File: src/hdl/ghs_pkg.sv
// types, codes and flag helpers for the gzip header skipper
package ghs_pkg;

  // header parse phases, one-hot
  typedef enum logic [12:0] {
    PH_MAGIC1  = 13'b0_0000_0000_0001,
    PH_MAGIC2  = 13'b0_0000_0000_0010,
    PH_METHOD  = 13'b0_0000_0000_0100,
    PH_FLAGS   = 13'b0_0000_0000_1000,
    PH_FIXED   = 13'b0_0000_0001_0000,
    PH_XLEN_LO = 13'b0_0000_0010_0000,
    PH_XLEN_HI = 13'b0_0000_0100_0000,
    PH_XDATA   = 13'b0_0000_1000_0000,
    PH_NAME    = 13'b0_0001_0000_0000,
    PH_COMMENT = 13'b0_0010_0000_0000,
    PH_HCRC    = 13'b0_0100_0000_0000,
    PH_PAYLOAD = 13'b0_1000_0000_0000,
    PH_ERROR   = 13'b1_0000_0000_0000
  } phase_e;

  // byte tag codes
  localparam logic [1:0] KIND_HEADER  = 2'd0;
  localparam logic [1:0] KIND_PAYLOAD = 2'd1;
  localparam logic [1:0] KIND_ERROR   = 2'd2;

  // fixed header bytes
  localparam logic [7:0] MAGIC1_BYTE = 8'd31;
  localparam logic [7:0] MAGIC2_BYTE = 8'd139;
  localparam logic [7:0] METHOD_BYTE = 8'd8;

  // flag bit positions
  localparam int unsigned FLG_HCRC_BIT    = 1;
  localparam int unsigned FLG_EXTRA_BIT   = 2;
  localparam int unsigned FLG_NAME_BIT    = 3;
  localparam int unsigned FLG_COMMENT_BIT = 4;

  // byte counts of the fixed skips
  localparam logic [15:0] FIXED_SKIP = 16'd6;
  localparam logic [15:0] HCRC_SKIP  = 16'd2;

  // first optional field still allowed whose flag is set, else header CRC if flagged, else payload
  function automatic phase_e next_optional(logic allow_extra, logic allow_name,
                                           logic allow_comment, logic [7:0] flags);
    phase_e nxt;
    if (allow_extra && flags[FLG_EXTRA_BIT]) begin
      nxt = PH_XLEN_LO;
    end else if (allow_name && flags[FLG_NAME_BIT]) begin
      nxt = PH_NAME;
    end else if (allow_comment && flags[FLG_COMMENT_BIT]) begin
      nxt = PH_COMMENT;
    end else if (flags[FLG_HCRC_BIT]) begin
      nxt = PH_HCRC;
    end else begin
      nxt = PH_PAYLOAD;
    end
    return nxt;
  endfunction

endpackage

File: src/hdl/gzip_header_skipper.sv
// gzip member header skipper: tags each stream byte as header, payload or error
//
// Usage: compressed bytes enter on the s_axis channel, one byte per request.
// Every accepted byte leaves once on the m_axis channel, unchanged in tdata,
// with a tag in tuser: header byte consumed, payload byte for the deflate
// decoder, or header error. Magic bytes 31, 139 and method 8 are checked,
// the flag byte is kept, six fixed bytes are skipped, then the optional
// extra field, name, comment and header CRC, each only if its flag is set.
// An accepted byte is offered on m_axis in the next cycle. Throughput is
// one byte per cycle: the parse state and the output register update in the
// same cycle, so a new byte is taken whenever the output register is empty
// or being drained. When the receiver stalls, the result holds in the
// output register and s_axis_tready_o drops until it is taken.
// Reset puts the parser back at the first magic byte and empties the
// output register. A header error is sticky until reset; after the header
// every byte is tagged payload until reset.
module gzip_header_skipper (
  input  logic       clk_i,
  input  logic       rst_ni,
  input  logic       s_axis_tvalid_i,
  output logic       s_axis_tready_o,
  input  logic [7:0] s_axis_tdata_i,   // [7:0] in_byte
  output logic       m_axis_tvalid_o,
  input  logic       m_axis_tready_i,
  output logic [7:0] m_axis_tdata_o,   // [7:0] out_byte
  output logic [1:0] m_axis_tuser_o    // [1:0] byte_kind
);

  ghs_pkg::phase_e phase_q, phase_d;
  logic [7:0]  flags_q, flags_d;
  logic [7:0]  xlen_lo_q, xlen_lo_d;
  logic [15:0] skip_q, skip_d;
  logic [15:0] skip_dec;
  logic [15:0] xlen_full;
  logic [1:0]  kind_d;
  logic        out_valid_q;
  logic [7:0]  out_byte_q;
  logic [1:0]  out_kind_q;
  logic        in_fire;

  // handshake: take a byte when the output slot is free or draining
  assign s_axis_tready_o = !out_valid_q || m_axis_tready_i;
  assign in_fire         = s_axis_tvalid_i && s_axis_tready_o;

  assign skip_dec  = skip_q - 16'd1;
  assign xlen_full = {s_axis_tdata_i, xlen_lo_q};

  // next parse state for the incoming byte
  always_comb begin
    phase_d   = phase_q;
    flags_d   = flags_q;
    xlen_lo_d = xlen_lo_q;
    skip_d    = skip_q;
    kind_d    = ghs_pkg::KIND_HEADER;
    unique case (phase_q)
      ghs_pkg::PH_MAGIC1: begin
        if (s_axis_tdata_i == ghs_pkg::MAGIC1_BYTE) begin
          phase_d = ghs_pkg::PH_MAGIC2;
        end else begin
          phase_d = ghs_pkg::PH_ERROR;
          kind_d  = ghs_pkg::KIND_ERROR;
        end
      end
      ghs_pkg::PH_MAGIC2: begin
        if (s_axis_tdata_i == ghs_pkg::MAGIC2_BYTE) begin
          phase_d = ghs_pkg::PH_METHOD;
        end else begin
          phase_d = ghs_pkg::PH_ERROR;
          kind_d  = ghs_pkg::KIND_ERROR;
        end
      end
      ghs_pkg::PH_METHOD: begin
        if (s_axis_tdata_i == ghs_pkg::METHOD_BYTE) begin
          phase_d = ghs_pkg::PH_FLAGS;
        end else begin
          phase_d = ghs_pkg::PH_ERROR;
          kind_d  = ghs_pkg::KIND_ERROR;
        end
      end
      ghs_pkg::PH_FLAGS: begin
        flags_d = s_axis_tdata_i;
        skip_d  = ghs_pkg::FIXED_SKIP;
        phase_d = ghs_pkg::PH_FIXED;
      end
      ghs_pkg::PH_FIXED: begin
        skip_d = skip_dec;
        if (skip_dec == '0) begin
          phase_d = ghs_pkg::next_optional(1'b1, 1'b1, 1'b1, flags_q);
        end
      end
      ghs_pkg::PH_XLEN_LO: begin
        xlen_lo_d = s_axis_tdata_i;
        phase_d   = ghs_pkg::PH_XLEN_HI;
      end
      ghs_pkg::PH_XLEN_HI: begin
        skip_d = xlen_full;
        if (xlen_full == '0) begin
          phase_d = ghs_pkg::next_optional(1'b0, 1'b1, 1'b1, flags_q);
        end else begin
          phase_d = ghs_pkg::PH_XDATA;
        end
      end
      ghs_pkg::PH_XDATA: begin
        skip_d = skip_dec;
        if (skip_dec == '0) begin
          phase_d = ghs_pkg::next_optional(1'b0, 1'b1, 1'b1, flags_q);
        end
      end
      ghs_pkg::PH_NAME: begin
        if (s_axis_tdata_i == '0) begin
          phase_d = ghs_pkg::next_optional(1'b0, 1'b0, 1'b1, flags_q);
        end
      end
      ghs_pkg::PH_COMMENT: begin
        if (s_axis_tdata_i == '0) begin
          phase_d = ghs_pkg::next_optional(1'b0, 1'b0, 1'b0, flags_q);
        end
      end
      ghs_pkg::PH_HCRC: begin
        skip_d = skip_dec;
        if (skip_dec == '0) begin
          phase_d = ghs_pkg::PH_PAYLOAD;
        end
      end
      ghs_pkg::PH_PAYLOAD: begin
        kind_d = ghs_pkg::KIND_PAYLOAD;
      end
      default: begin
        phase_d = ghs_pkg::PH_ERROR;
        kind_d  = ghs_pkg::KIND_ERROR;
      end
    endcase
    // header crc always starts with a two-byte count
    if (phase_d == ghs_pkg::PH_HCRC && phase_q != ghs_pkg::PH_HCRC) begin
      skip_d = ghs_pkg::HCRC_SKIP;
    end
  end

  // parse state registers
  always_ff @(posedge clk_i or negedge rst_ni) begin
    if (!rst_ni) begin
      phase_q   <= ghs_pkg::PH_MAGIC1;
      flags_q   <= '0;
      xlen_lo_q <= '0;
      skip_q    <= '0;
    end else if (in_fire) begin
      phase_q   <= phase_d;
      flags_q   <= flags_d;
      xlen_lo_q <= xlen_lo_d;
      skip_q    <= skip_d;
    end
  end

  // output valid flag
  always_ff @(posedge clk_i or negedge rst_ni) begin
    if (!rst_ni) begin
      out_valid_q <= 1'b0;
    end else if (in_fire) begin
      out_valid_q <= 1'b1;
    end else if (m_axis_tready_i) begin
      out_valid_q <= 1'b0;
    end
  end

  // output payload register
  always_ff @(posedge clk_i) begin
    if (in_fire) begin
      out_byte_q <= s_axis_tdata_i;
      out_kind_q <= kind_d;
    end
  end

  assign m_axis_tvalid_o = out_valid_q;
  assign m_axis_tdata_o  = out_byte_q;
  assign m_axis_tuser_o  = out_kind_q;

endmodule

File: config.mk
export PLATFORM = sky130hd
export DESIGN_NAME = gzip_header_skipper
export DESIGN_NICKNAME = d
export VERILOG_FILES = /design/src/hdl/ghs_pkg.sv /design/src/hdl/gzip_header_skipper.sv
export SDC_FILE = /design/constraint.sdc
export NUM_CORES = 1
export LEC_CHECK = 0
export BUFFER_PORTS_ARGS = -buffer_cell sky130_fd_sc_hd__buf_4
export CAP_MARGIN = 0
export CORE_ASPECT_RATIO = 0.6
export CORE_MARGIN = 1.5
export CORE_UTILIZATION = 61
export CTS_CLUSTER_DIAMETER = 50
export DETAILED_ROUTE_END_ITERATION = 7
export PLACE_DENSITY_LB_ADDON = 0.25
export SYNTH_ARGS = -nofsm -noshare
export SYNTH_HDL_FRONTEND = slang
export SYNTH_SLANG_ARGS = --single-unit
File: constraint.sdc
create_clock -name clk_i -period 3.4 [get_ports clk_i]
set_input_delay 0.34 -clock clk_i [delete_from_list [all_inputs] [get_ports clk_i]]
set_output_delay 0.34 -clock clk_i [all_outputs]
set_load 0.02 [all_outputs]
[Word-level counts from Yosys, hierarchy flattened]
Index checks and enable logic that the tools add are counted.
Word-level totals
  bits in registers: 53
  latch bits: 0
  bits in writable memories: 0
  bits in read-only memories: 0
  bits of input ports: 12
  memories kept: 0
Cells by class
  $add $sub $neg: 1
  multipliers: 0
  divide/modulo/power cells: 0
  order comparisons: 0
  eq/ne operators: 17
  shift-type cells: 0
  mux-type cells: 22
  bitwise logic cells: 0
  reductions and logical operators: 14
Operators with widths (number)
  one-hot mux 13 bit (12 select lines): 1
  2-to-1 mux 13 bit: 9
  2-to-1 mux 12 bit: 4
  one-hot mux 16 bit (3 select lines): 1
  logical NOT 16 bit: 2
  == test 13 x 11 -> 1 bit, second input constant: 2
  2-to-1 mux 16 bit: 1
  subtractor 16 x 1 -> 16 bit, second input constant: 1
  == test 13 x 1 -> 1 bit, second input constant: 1
  == test 13 x 10 -> 1 bit, second input constant: 1
  == test 13 x 12 -> 1 bit, second input constant: 1
  == test 13 x 2 -> 1 bit, second input constant: 1
  == test 13 x 3 -> 1 bit, second input constant: 1
  == test 13 x 4 -> 1 bit, second input constant: 1
  == test 13 x 5 -> 1 bit, second input constant: 1
  == test 13 x 6 -> 1 bit, second input constant: 1
  == test 13 x 7 -> 1 bit, second input constant: 1
  == test 13 x 8 -> 1 bit, second input constant: 1
  == test 13 x 9 -> 1 bit, second input constant: 1
  != test 13 x 11 -> 1 bit, second input constant: 1
  one-hot mux 2 bit (5 select lines): 1
  == test 8 x 4 -> 1 bit, second input constant: 1
  == test 8 x 5 -> 1 bit, second input constant: 1
  == test 8 bit, second input constant: 1
  other kinds (11): 17

[Logic depth before layout (Yosys ltp)]
  depth in word-level cells: 10
  depth in mapped cells: 11

[Least setup slack after synthesis]
OpenSTA, ideal clock, no wires.
  path type: register -> register
  from: reg skip_q[1]
  to: reg skip_q[15]
  setup time: 157 ps
  arrival time: 2883 ps
  setup slack: 360 ps
  cell stages (with the launch flop): 12
  period minus slack after synthesis: 3040 ps
  path through: dfrtp_1 > inv_1 > ha_1 > or4b_4 > nor4b_4 > o21ai_2 > a2111oi_1 > a41o_2 > a31oi_2 > nor3_4 > buf_6 > o22ai_1
On the way
  cells in the longest elaborated chain, start to end: 8
  elaborated cells on any way between the ends: 12
Ends and longest elaborated chain
  start, declared: line gzip_header_skipper.sv:32  | logic [15:0] skip_q, skip_d;
  start signal, assigned: line gzip_header_skipper.sv:150  | skip_q <= skip_d;
  subtractor 16 x 1 -> 16 bit *: line gzip_header_skipper.sv:45  | assign skip_dec = skip_q - 16'd1;
  logical NOT 16 bit: line gzip_header_skipper.sv:87, gzip_header_skipper.sv:105, gzip_header_skipper.sv:121
  2-to-1 mux 13 bit, on equally long branches: line gzip_header_skipper.sv:121, gzip_header_skipper.sv:87, gzip_header_skipper.sv:105
  one-hot mux 13 bit (12 select lines): line gzip_header_skipper.sv:55  | unique case (phase_q)
  == test 13 x 11 -> 1 bit: line gzip_header_skipper.sv:134  | if (phase_d == ghs_pkg::PH_HCRC && phase_q != ghs_pkg::PH_HCRC) begin
  logical AND 1 bit: line gzip_header_skipper.sv:134
  nonzero test 4 bit (no source line)
  AND reduction 2 bit (no source line)
Mark *: on every way between the ends. The rest lies on a longest branch, timed or not.
A chain may end at the register's enable or synchronous reset.

[Worst setup path in the final report]
Ends and elaborated chain as after synthesis.

==> results by group <==
Placement
  • Dpl ws: ~240 ps
  • DP HPWL: 7340 um
  • Placer Congestion: ~1
  • PortBufs: 23

STA
  • Max Slew Vio Count: 0
  • Layout Skew: 10.4 ps
  • Final setup viols: 0
  • TNS Setup: 0 ps
  • Relative slew slack: 0.550
  • Final period util: 0.931
  • Worst setup margin: between 200 and 250 ps
  • Post-layout minimum cycle time: roughly 3200 ps
  • Hold Fails Final Rpt: 10
  • Final hold slack: -14.4 ps
  • Worst-margin pin slew: 670 ps
  • RSZ-0062 raised after global routing: no
  • Fmax: between 300 and 400 MHz

Clocking
  • Clock-pin slew on the worst setup and hold paths: 100 ps
  • CTS Buf Count: 5
  • Postcts setup bufs: 0
  • CTS tree: done
  • H-tree Lvls: 2
  • Clk buf depth: 2
  • Root Driver: clkbuf_8
  • Clock sinks: 52
  • Clock Latency Late Sink: between 300 and 400 ps

GRT
  • GRT Resource Usage Total: 0.346
  • Vias in the first global route: 2921
  • First-pass GRT wire length: between 15000 and 20000 um
  • Grt ovf: 0
  • Initial antenna violation count: 0
  • Largest net degree at the start of global routing: between 40 and 50

Worst setup path
  • Worst r2r src: skip_q[1]
  • Worst Path Buf+Inv: 2
  • Endpoint type of the worst setup path: flip-flop
  • Critical-path top delay cell: or4b_4
  • Family with the most delay on the worst path: compound AO/OA/AOI/OAI gates
  • CP Class: flip-flop to flip-flop
  • Worst reg2reg path depth: 11
  • Setup slack, reg-to-reg: between 200 and 250 ps
  • R2r endpoint: skip_q[15]
  • Crit Path Max Fanout: 12
  • CP arrival: ~3400 ps
  • Cell Chain, Critical Path: inv_1, ha_1, or4b_4, nor4b_4, o21ai_2, a2111oi_2, a41o_2, a31oi_2, nor3_4, buf_12, o22ai_1
  • CP Data Required Time: around 3600 ps
  • CP startpoint kind: flip-flop
  • Worst path max stage delay: 520 ps

Floorplanning
  • Starting Density: 0.634
  • Die width: roughly 100 um
  • Number of placement rows: 21
  • Die Area: about 6300 um^2
  • Die Y: 61.9 um
  • Area of the core: about 5600 um^2
  • Ports: 24

Synthesis
  • Post-synth EDFFs: 10
  • Seq/Total Area, Yosys: 0.383
  • Ys flop type: dfrtp_1
  • Post-synth top area share: 0.291
  • Synthesized area per cell: ~9.7 um^2
  • Asr flop ratio synth: 0.808
  • Synth Cell Area: between 3000 and 4000 um^2
  • Synth cell types: 80
  • Synth area leaders: dfrtp_1 29%, edfxtp_1 8.5%, mux2_2 4.1%
  • Most numerous cell in the Yosys netlist: dfrtp_1
  • Post-synth top area cell: dfrtp_1
  • Mapped Nets: ~380
  • Synth warn: 0
  • Synth Register Bits: 52
  • Most frequent cells after synthesis: 41 x dfrtp_1, 33 x nor2_1, 22 x nand2_1, 20 x a21oi_1, 16 x nor3_1
  • Post-Syn Instances: 365

Power and ir drop
  • P_leak: about 1.6 nW
  • Maximum vdd drop: roughly 260 uV
  • Power per cell area: around 330 nW/um^2
  • Design Power: ~0.0013 W

Final layout
  • Final Util: 0.711
  • Layout overhead on the synthesized area: 12.2%
  • Filler instances: 426
  • Final nets: ~410
  • Layout cell share with drive strength beyond 1: 0.258
  • Area of the multi-input gates: roughly 2000 um^2
  • Ant diodes: 0
  • Seq. cell area: about 1400 um^2

Route
  • Vias/cell: roughly 7.0
  • Drt total wl: 10100 um
  • WL/cell: around 21 um
  • DRC: 0
  • Total vias in the final route: 3330
  • ANT nets after route: 0
  • Initial drt markers: around 400
  • Drt pass-1 iters: 5

Min path
  • Hold crit path type: input port to async pin

Status
  • Violated checks: hold timing
  • Outcome: finished, violations left

Run
  • Max Cap Viol: 0
per-stage QoR:
step	cells	cell area, um^2
3_5_place_dp	468	3860
2_1_floorplan	365	3530
3_3_place_gp	468	3860
6_report	476	3960
4_1_cts	476	3950
5_1_grt	476	3960
cell families (layout without fill, tap and decap cells):
kind of cell | after synthesis | in the layout | synth area share
AND/OR/NAND/NOR | 150 | 150 | 0.261
adder cells (fa/ha/maj) | 2 | 2 | 0.00709
AO/OA/AOI/OAI | 108 | 108 | 0.239
XOR/XNOR | 6 | 6 | 0.0149
flip-flops | 52 | 52 | 0.383
buffers and inverters | 33 | 64 | 0.0500
multiplexers | 14 | 14 | 0.0443
final cells by class:
type | instances | share of cell area
clock buffers | 6 | 0.0183
clock inverters | 2 | 0.00411
inverters | 12 | 0.0114
multi-input cells | 280 | 0.513
flip-flops and latches | 52 | 0.342
well taps | 80 | 0.0253
repair buffers | 44 | 0.0866
report_power, final:
group	switching [W]	total, W	internal [W]
Combinational	0.000155	0.000256	0.000102
Sequential	0.0000243	0.000681	0.000657
Clock	0.000224	0.000371	0.000147
Total	0.000403	0.00131	0.000906
state kept, by name, summed over array words and instances, names as in the netlist:
register and count:
flags_q 4, m_axis_tdata_o 8, m_axis_tuser_o 2, m_axis_tvalid_o 1
phase_q 13, skip_q 16, xlen_lo_q 8
worst max-delay path by stage:
stage,cells past startpoint,from,endpoint
6_report,11,skip_q[1],skip_q[15]
5_1_grt,13,skip_q[1],skip_q[15]
4_1_cts,11,skip_q[1],skip_q[15]
3_5_place_dp,11,skip_q[1],skip_q[15]
3_3_place_gp,11,skip_q[1],skip_q[15]
2_1_floorplan,11,skip_q[1],skip_q[15]
metal layers:
| layer | up-vias | track usage | routed length [um] |
|---|---|---|---|
| li1 | 1480 | - | - |
| met1 | 1582 | 0.529 | 4600 |
| met2 | 253 | 0.457 | 3940 |
| met3 | 15 | 0.122 | 1490 |
| met4 | 0 | 0.0853 | 94 |
| met5 | - | 0 | 0 |
cell usage in the layout, fill, tap and decap left out, types with 6 or more instances in the layout:
cell type   n
nor3_1     16
inv_1      11
o22ai_2     8
a32oi_1     6
edfxtp_1   10
or4_1       6
a21oi_1    20
a22oi_1     6
buf_4      43
nor4_1     12
nand2b_1    7
o31ai_1    14
dfrtp_1    41
o21ai_0    12
mux2_2     13
nand2_1    22
or3_1       7
nor2_1     33
repair_timing:
action                                  in CTS  in global routing
hold buffers                                 0                  0
gates resized for setup                      0                  2
endpoints found under the setup margin       0                  1
No activity file was read; power rests on OpenSTA's default activity.
